<file path="config.mk">
export PLATFORM = sky130hd
export DESIGN_NAME = fifo_queue_with_max_unit
export DESIGN_NICKNAME = d
export VERILOG_FILES = /design/src/hdl/fqm_pkg.sv /design/src/hdl/fqm_front.sv /design/src/hdl/fqm_back.sv /design/src/hdl/fqm_rslt.sv /design/src/hdl/fifo_queue_with_max_unit.sv
export SDC_FILE = /design/constraint.sdc
export NUM_CORES = 1
export LEC_CHECK = 0
export ABC_AREA = 1
export BUFFER_PORTS_ARGS = -buffer_cell sky130_fd_sc_hd__buf_2
export CORE_UTILIZATION = 56
export DETAILED_ROUTE_END_ITERATION = 10
export GPL_TIMING_DRIVEN = 1
export HOLD_SLACK_MARGIN = 0.06
export PLACE_DENSITY = 0.74
export RECOVER_POWER = 100
export SLEW_MARGIN = 10
export SYNTH_ARGS = -nofsm -noshare
export SYNTH_HDL_FRONTEND = slang
export SYNTH_SLANG_ARGS = --single-unit
</file>
<file path="constraint.sdc">
create_clock -name clk -period 3.9 [get_ports clk]
set_input_delay 0.195 -clock clk [delete_from_list [all_inputs] [get_ports clk]]
set_output_delay 0.195 -clock clk [all_outputs]
set_load 0.01 [all_outputs]
</file>
<file path="src/hdl/fqm_pkg.sv">
// ----------------------------------------------------------------------------
// fqm_pkg
// Types, codes and sizing for the max-reporting queue.
// ----------------------------------------------------------------------------
package fqm_pkg;

    localparam int QUEUE_DEPTH = 16;
    localparam int PTR_W       = (QUEUE_DEPTH > 2) ? $clog2(QUEUE_DEPTH) : 1;
    localparam int CNT_W       = $clog2(QUEUE_DEPTH + 1);
    localparam int COUNT_W     = 5;

    localparam logic ACT_ENQ = 1'b0;
    localparam logic ACT_DEQ = 1'b1;

    localparam logic [1:0] STATUS_DONE  = 2'd0;
    localparam logic [1:0] STATUS_EMPTY = 2'd1;
    localparam logic [1:0] STATUS_FULL  = 2'd2;

    typedef struct packed {
        logic               action;
        logic signed [31:0] value;
    } in_t;

    typedef struct packed {
        logic [1:0]         status;
        logic [COUNT_W-1:0] count;
        logic               max_valid;
        logic signed [31:0] max_value;
    } out_t;

    // Decoded command handed from front to back.
    typedef struct packed {
        logic               is_deq;
        logic signed [31:0] value;
    } cmd_t;

endpackage

</file>
<file path="src/hdl/fqm_front.sv">
// ----------------------------------------------------------------------------
// fqm_front
// Two-entry input queue; decodes each transaction into a command.
// ----------------------------------------------------------------------------
module fqm_front (
    input  logic          clk,
    input  logic          rst_n,
    input  logic          push,
    input  fqm_pkg::in_t  item,
    output logic          full,
    output logic          cmd_valid,
    output fqm_pkg::cmd_t cmd,
    input  logic          cmd_take
);
    import fqm_pkg::*;

    cmd_t       slot_reg [2];
    logic       wr_ptr_reg, wr_ptr_next;
    logic       rd_ptr_reg, rd_ptr_next;
    logic [1:0] cnt_reg, cnt_next;
    logic       wr_en, rd_en;

    assign full      = (cnt_reg == 2'd2);
    assign cmd_valid = (cnt_reg != 2'd0);
    assign cmd       = slot_reg[rd_ptr_reg];
    assign wr_en     = push && !full;
    assign rd_en     = cmd_take && cmd_valid;

    always_comb
    begin
        wr_ptr_next = wr_en ? !wr_ptr_reg : wr_ptr_reg;
        rd_ptr_next = rd_en ? !rd_ptr_reg : rd_ptr_reg;
        cnt_next    = cnt_reg + 2'(wr_en) - 2'(rd_en);
    end

    always_ff @(posedge clk)
    begin
        if (wr_en)
        begin
            slot_reg[wr_ptr_reg].is_deq <= (item.action == ACT_DEQ);
            slot_reg[wr_ptr_reg].value  <= item.value;
        end
    end

    always_ff @(posedge clk or negedge rst_n)
    begin
        if (!rst_n)
        begin
            wr_ptr_reg <= 1'b0;
            rd_ptr_reg <= 1'b0;
            cnt_reg    <= 2'd0;
        end
        else
        begin
            wr_ptr_reg <= wr_ptr_next;
            rd_ptr_reg <= rd_ptr_next;
            cnt_reg    <= cnt_next;
        end
    end

endmodule

</file>
<file path="src/hdl/fqm_back.sv">
// ----------------------------------------------------------------------------
// fqm_back
// Ring storage, pointer update and the serial scan for the greatest entry.
// ----------------------------------------------------------------------------
module fqm_back (
    input  logic          clk,
    input  logic          rst_n,
    input  logic          cmd_valid,
    input  fqm_pkg::cmd_t cmd,
    output logic          cmd_take,
    input  logic          rq_full,
    output logic          rq_push,
    output fqm_pkg::out_t rq_data
);
    import fqm_pkg::*;

    typedef enum logic [1:0] {
        ST_IDLE = 2'b01,
        ST_SCAN = 2'b10
    } state_t;

    localparam logic [PTR_W-1:0] LAST_PTR = PTR_W'(QUEUE_DEPTH - 1);
    localparam logic [CNT_W-1:0] FULL_CNT = CNT_W'(QUEUE_DEPTH);

    function automatic logic [PTR_W-1:0] ring_next(input logic [PTR_W-1:0] p);
        ring_next = (p == LAST_PTR) ? '0 : p + PTR_W'(1);
    endfunction

    logic [31:0] mem [QUEUE_DEPTH];
    logic [31:0] rd_data_reg;

    state_t             state_reg, state_next;
    logic [PTR_W-1:0]   head_reg, head_next;
    logic [PTR_W-1:0]   tail_reg, tail_next;
    logic [CNT_W-1:0]   fill_reg, fill_next;
    logic [PTR_W-1:0]   rd_ptr_reg, rd_ptr_next;
    logic [CNT_W-1:0]   issue_reg, issue_next;
    logic [CNT_W-1:0]   cmp_reg, cmp_next;
    logic               rd_vld_reg, rd_vld_next;
    logic               first_reg, first_next;
    logic signed [31:0] best_reg, best_next;
    logic [1:0]         status_reg, status_next;
    logic               wr_en, rd_en;
    logic signed [31:0] cand;

    assign cand = signed'(rd_data_reg);

    always_comb
    begin
        state_next  = state_reg;
        head_next   = head_reg;
        tail_next   = tail_reg;
        fill_next   = fill_reg;
        rd_ptr_next = rd_ptr_reg;
        issue_next  = issue_reg;
        cmp_next    = cmp_reg;
        first_next  = first_reg;
        best_next   = best_reg;
        status_next = status_reg;
        rd_vld_next = 1'b0;
        wr_en       = 1'b0;
        rd_en       = 1'b0;
        cmd_take    = 1'b0;
        rq_push     = 1'b0;
        rq_data     = '0;

        unique case (state_reg)
            ST_IDLE:
            begin
                if (cmd_valid && !rq_full)
                begin
                    cmd_take    = 1'b1;
                    status_next = STATUS_DONE;
                    if (!cmd.is_deq)
                    begin
                        if (fill_reg == FULL_CNT)
                        begin
                            status_next = STATUS_FULL;
                        end
                        else
                        begin
                            wr_en     = 1'b1;
                            tail_next = ring_next(tail_reg);
                            fill_next = fill_reg + CNT_W'(1);
                        end
                    end
                    else
                    begin
                        if (fill_reg == '0)
                        begin
                            status_next = STATUS_EMPTY;
                        end
                        else if (fill_reg == CNT_W'(1))
                        begin
                            // queue drains: both pointers return to slot zero
                            head_next = '0;
                            tail_next = '0;
                            fill_next = '0;
                        end
                        else
                        begin
                            head_next = ring_next(head_reg);
                            fill_next = fill_reg - CNT_W'(1);
                        end
                    end

                    if (fill_next == '0)
                    begin
                        rq_push           = 1'b1;
                        rq_data.status    = status_next;
                        rq_data.count     = '0;
                        rq_data.max_valid = 1'b0;
                        rq_data.max_value = '0;
                    end
                    else
                    begin
                        state_next  = ST_SCAN;
                        rd_ptr_next = head_next;
                        issue_next  = fill_next;
                        cmp_next    = fill_next;
                        first_next  = 1'b1;
                    end
                end
            end
            ST_SCAN:
            begin
                if (issue_reg != '0)
                begin
                    rd_en       = 1'b1;
                    rd_vld_next = 1'b1;
                    rd_ptr_next = ring_next(rd_ptr_reg);
                    issue_next  = issue_reg - CNT_W'(1);
                end
                if (rd_vld_reg)
                begin
                    if (first_reg || (best_reg < cand))
                    begin
                        best_next = cand;
                    end
                    first_next = 1'b0;
                    cmp_next   = cmp_reg - CNT_W'(1);
                    if (cmp_reg == CNT_W'(1))
                    begin
                        rq_push           = 1'b1;
                        rq_data.status    = status_reg;
                        rq_data.count     = COUNT_W'(fill_reg);
                        rq_data.max_valid = 1'b1;
                        rq_data.max_value = best_next;
                        state_next        = ST_IDLE;
                    end
                end
            end
            default:
            begin
                state_next = ST_IDLE;
            end
        endcase
    end

    always_ff @(posedge clk)
    begin
        if (wr_en)
        begin
            mem[tail_reg] <= cmd.value;
        end
    end

    always_ff @(posedge clk)
    begin
        if (rd_en)
        begin
            rd_data_reg <= mem[rd_ptr_reg];
        end
    end

    always_ff @(posedge clk)
    begin
        best_reg   <= best_next;
        status_reg <= status_next;
        rd_ptr_reg <= rd_ptr_next;
    end

    always_ff @(posedge clk or negedge rst_n)
    begin
        if (!rst_n)
        begin
            state_reg  <= ST_IDLE;
            head_reg   <= '0;
            tail_reg   <= '0;
            fill_reg   <= '0;
            issue_reg  <= '0;
            cmp_reg    <= '0;
            rd_vld_reg <= 1'b0;
            first_reg  <= 1'b0;
        end
        else
        begin
            state_reg  <= state_next;
            head_reg   <= head_next;
            tail_reg   <= tail_next;
            fill_reg   <= fill_next;
            issue_reg  <= issue_next;
            cmp_reg    <= cmp_next;
            rd_vld_reg <= rd_vld_next;
            first_reg  <= first_next;
        end
    end

endmodule

</file>
<file path="src/hdl/fqm_rslt.sv">
// ----------------------------------------------------------------------------
// fqm_rslt
// Two-entry result queue between the back end and the consumer.
// ----------------------------------------------------------------------------
module fqm_rslt (
    input  logic          clk,
    input  logic          rst_n,
    input  logic          rq_push,
    input  fqm_pkg::out_t rq_data,
    output logic          rq_full,
    output logic          empty,
    input  logic          pop,
    output fqm_pkg::out_t result
);
    import fqm_pkg::*;

    out_t       slot_reg [2];
    logic       wr_ptr_reg, wr_ptr_next;
    logic       rd_ptr_reg, rd_ptr_next;
    logic [1:0] cnt_reg, cnt_next;
    logic       wr_en, rd_en;

    assign rq_full = (cnt_reg == 2'd2);
    assign empty   = (cnt_reg == 2'd0);
    assign result  = slot_reg[rd_ptr_reg];
    assign wr_en   = rq_push && !rq_full;
    assign rd_en   = pop && !empty;

    always_comb
    begin
        wr_ptr_next = wr_en ? !wr_ptr_reg : wr_ptr_reg;
        rd_ptr_next = rd_en ? !rd_ptr_reg : rd_ptr_reg;
        cnt_next    = cnt_reg + 2'(wr_en) - 2'(rd_en);
    end

    always_ff @(posedge clk)
    begin
        if (wr_en)
        begin
            slot_reg[wr_ptr_reg] <= rq_data;
        end
    end

    always_ff @(posedge clk or negedge rst_n)
    begin
        if (!rst_n)
        begin
            wr_ptr_reg <= 1'b0;
            rd_ptr_reg <= 1'b0;
            cnt_reg    <= 2'd0;
        end
        else
        begin
            wr_ptr_reg <= wr_ptr_next;
            rd_ptr_reg <= rd_ptr_next;
            cnt_reg    <= cnt_next;
        end
    end

endmodule

</file>
<file path="src/hdl/fifo_queue_with_max_unit.sv">
// ----------------------------------------------------------------------------
// fifo_queue_with_max_unit
// Bounded FIFO of signed 32-bit values that reports its greatest entry.
// ----------------------------------------------------------------------------
// Input channel: push/full. Each transaction either enqueues item.value
// (action 0) or drops the oldest entry (action 1). A two-entry input queue
// keeps taking transactions while the back end is busy.
// Result channel: empty/pop. One result per input transaction, in order:
// status, count after the operation, and the greatest held value.
// Timing: an operation that leaves the queue empty is answered from the idle
// state; otherwise the back end scans the N entries held afterward, and the
// scan reads one ring entry per cycle through the single RAM read port
// and does one signed compare per cycle. The back end takes a new command
// only after it has pushed the result of the one before.
// Reset: pointers and counts clear, the queue is empty; the ring RAM is not
// cleared and needs no clearing pass.
// Stall: when pop is held low the two-entry result queue fills, the back end
// waits, then the input queue fills and full rises.
// ----------------------------------------------------------------------------
module fifo_queue_with_max_unit (
    input  logic          clk,
    input  logic          rst_n,
    input  logic          push,
    input  fqm_pkg::in_t  item,
    output logic          full,
    output logic          empty,
    input  logic          pop,
    output fqm_pkg::out_t result
);
    import fqm_pkg::*;

    logic cmd_valid;
    cmd_t cmd;
    logic cmd_take;
    logic rq_full;
    logic rq_push;
    out_t rq_data;

    fqm_front u_front (
        .clk       (clk),
        .rst_n     (rst_n),
        .push      (push),
        .item      (item),
        .full      (full),
        .cmd_valid (cmd_valid),
        .cmd       (cmd),
        .cmd_take  (cmd_take)
    );

    fqm_back u_back (
        .clk       (clk),
        .rst_n     (rst_n),
        .cmd_valid (cmd_valid),
        .cmd       (cmd),
        .cmd_take  (cmd_take),
        .rq_full   (rq_full),
        .rq_push   (rq_push),
        .rq_data   (rq_data)
    );

    fqm_rslt u_rslt (
        .clk     (clk),
        .rst_n   (rst_n),
        .rq_push (rq_push),
        .rq_data (rq_data),
        .rq_full (rq_full),
        .empty   (empty),
        .pop     (pop),
        .result  (result)
    );

endmodule

</file>
==> run metrics <==
Avg Cell Area, Syn=12.3 µm²; P_leak=12.8 nW; reg2reg end=u_back.mem[7][10]; Die H=238 µm; Routed Antenna Nets=0; Mapped Nets=2,608; Multi-input gate area=7270 µm²; Synth Register Bits=763; post-synthesis cell count=2,521; fmax=286 MHz; initial core utilization=0.566; Clock Skew=0.0284 ns; status=finished with violations; dpl cell area=32,500 µm²; total CTS buffers=78; FF-to-FF setup slack=0.40 ns; Critical Path RT=4.15 ns; Longest Clk Path Bufs=3; hold buffer count at CTS=35; Final min period=3.50 ns; DRT Pass-1 Iters=8; hold slack=0.177 ns; CTS Sinks=763; Tightest Hold Check Type=input pin to register; Final period util=0.896; Worst Hold Launch=push; r2r worst-path depth=10; P&R area growth vs syn=13.3%; vias per inst=5.78; Worst-path clk slew=0.06 ns; Final Instance Area=35,200 µm²; initial antenna violation count=2; Critical path origin=u_rslt.cnt_reg[1]; total grt overflow=0; Setup TNS Final=0 ns; Iteration-0 DRC Markers=2,254; Hold Vio Cnt, Final=0; largest net degree at the start of global routing=164; end of the critical path=u_back.mem[7][10]; Netlist cell types=40; H-tree level count=3; RSZ-0062 raised after global routing=false; net count reported at finish=2,714; power per cell area=783 nW/µm²; WL final=68,800 µm; kind of critical path=register to register; final setup fails=0; hpwl dp=40,300 µm; VDD IR max=693 µV; global-route wire length before repair=106,000 µm; CTS tree=yes; DIE AREA=56,500 µm²; number of flip-flops in the largest register=512; failing checks=max-capacitance violations, max-slew violations; post-CTS resize count=0; Avg WL per Cell=20.0 µm; Final Max Slew Viols=284; total core area=55,000 µm²; CTS Root Cell=clkbuf_16; Critical Path AT=3.75 ns; Max Cap Violations=8; mapped cell area=31,100 µm²; I/O Pins=79; PnR Total Power=0.0276 W; Final Util=0.641; global-route usage over all layers=0.247; Crit Path Max Fanout=32; postcts setup bufs=0; layout cell share with drive strength beyond 1=0.0781; Crit. End Element=register; startpoint types=register; synth warn=0; sequential-to-total area share from yosys stat=0.731; antenna cell count=0; port bufs=78; drt drc=0; chip width=238 µm; Fillers=3,966; sequential cell area=22,700 µm²; vias=19.9k; worst r2r src=u_rslt.cnt_reg[1]; vias in the first global route=19.3k; Max transition margin=-0.328; Rows=86; worst slew pin tran=1.99 ns; clock latency on the worst-skew pair=0.64 ns; global placement routability congestion=0.898
==> power breakdown <==
group	internal (W)	switching [W]	total [W]	leakage [nW]
sequential	0.0108	0.000325	0.0112	6.93
combinational	0.00221	0.00664	0.00886	4.65
clock	0.00440	0.00316	0.00756	1.27
total	0.0175	0.0101	0.0276	12.8
==> synth_stat cells, drive strengths merged <==
| library cell | n | area, µm² |
|---|---|---|
| edfxtp | 728 | 21900 |
| nand2 | 600 | 2290 |
| nor2 | 228 | 863 |
| o21ai | 213 | 1100 |
| inv | 165 | 622 |
| clkbuf | 105 | 394 |
| a21oi | 98 | 494 |
| nand3 | 76 | 393 |
| nand4 | 61 | 382 |
| ha | 50 | 626 |
| o22ai | 40 | 250 |
| a221oi | 38 | 333 |
| dfrtp | 34 | 851 |
| buf | 26 | 130 |
| o221ai | 26 | 228 |
| xor2 | 13 | 114 |
| nor3 | 4 | 42.5 |
| xnor2 | 4 | 35.0 |
| clkinv | 3 | 11.3 |
| a22oi | 2 | 15.0 |
| a31oi | 2 | 12.5 |
| dfstp | 1 | 26.3 |
| nand3b | 1 | 20.0 |
| nor3b | 1 | 7.51 |
| nor4 | 1 | 6.26 |
| o21a | 1 | 7.51 |
==> how the worst min path moves through the flow <==
stage	endpoint	slack [ns]	cells past startpoint
2_1_floorplan	u_back.cmp_reg[0]	-0.10	0
5_1_grt	u_front.cnt_reg[0]	0.21	4
4_1_cts	u_rslt.rd_ptr_reg	0.23	2
3_3_place_gp	u_rslt.rd_ptr_reg	0.33	1
6_report	u_front.wr_ptr_reg	0.18	5
3_5_place_dp	u_rslt.rd_ptr_reg	0.35	1
==> stage by stage <==
step | std cells | worst slack, ns
2_1_floorplan | 2521 | 0.00785
3_3_place_gp | 3260 | 0.656
3_5_place_dp | 3260 | 0.522
4_1_cts | 3438 | 0.490
5_1_grt | 3438 | 0.154
6_report | 3438 | 0.404
==> cell families (layout without fill, tap and decap cells) <==
kind of cell	Yosys count	after routing	share of synthesized area
DFF	763	763	0.731
and+or+nand+nor	972	972	0.129
AOI/OAI and AO/OA	420	420	0.0783
xor gates and xnor gates	17	17	0.00479
adders and majority gates	50	50	0.0201
buffers and inverters	299	468	0.0372
==> area by class of cell <==
type	count	share of cell area
clock buffer	92	0.0581
clock inverter	51	0.0158
inverter	168	0.0181
multi-input combinational	1459	0.206
sequential	763	0.645
tap	748	0.0266
timing repair buffer	157	0.0301
==> placed cells by master, fill, tap and decap left out, drive strengths merged, types with 41 or more instances in the layout <==
cell and count:
edfxtp 728, nand2 600, nor2 228, o21ai 213
clkbuf 173, inv 171, a21oi 98, nand3 76
nand4 61, ha 50, buf 41
==> per-layer routing <==
metal  wire [µm]  track usage
met1       27800        0.336
met2       32700        0.396
met3        6070       0.0468
met4        2140       0.0927
met5           8            0
==> worst max-delay path, cell delays in order, from the launching register on <==
cell	delay, ns
dfrtp_1	0.39
inv_1	0.10
nor2_1	0.08
a21oi_1	0.27
inv_1	0.14
nor2_2	0.36
inv_1	0.28
nor2_1	0.41
nand2_1	0.37
nor2_4	0.18
clkbuf_4	0.54
No activity file was read; power rests on OpenSTA's default activity.
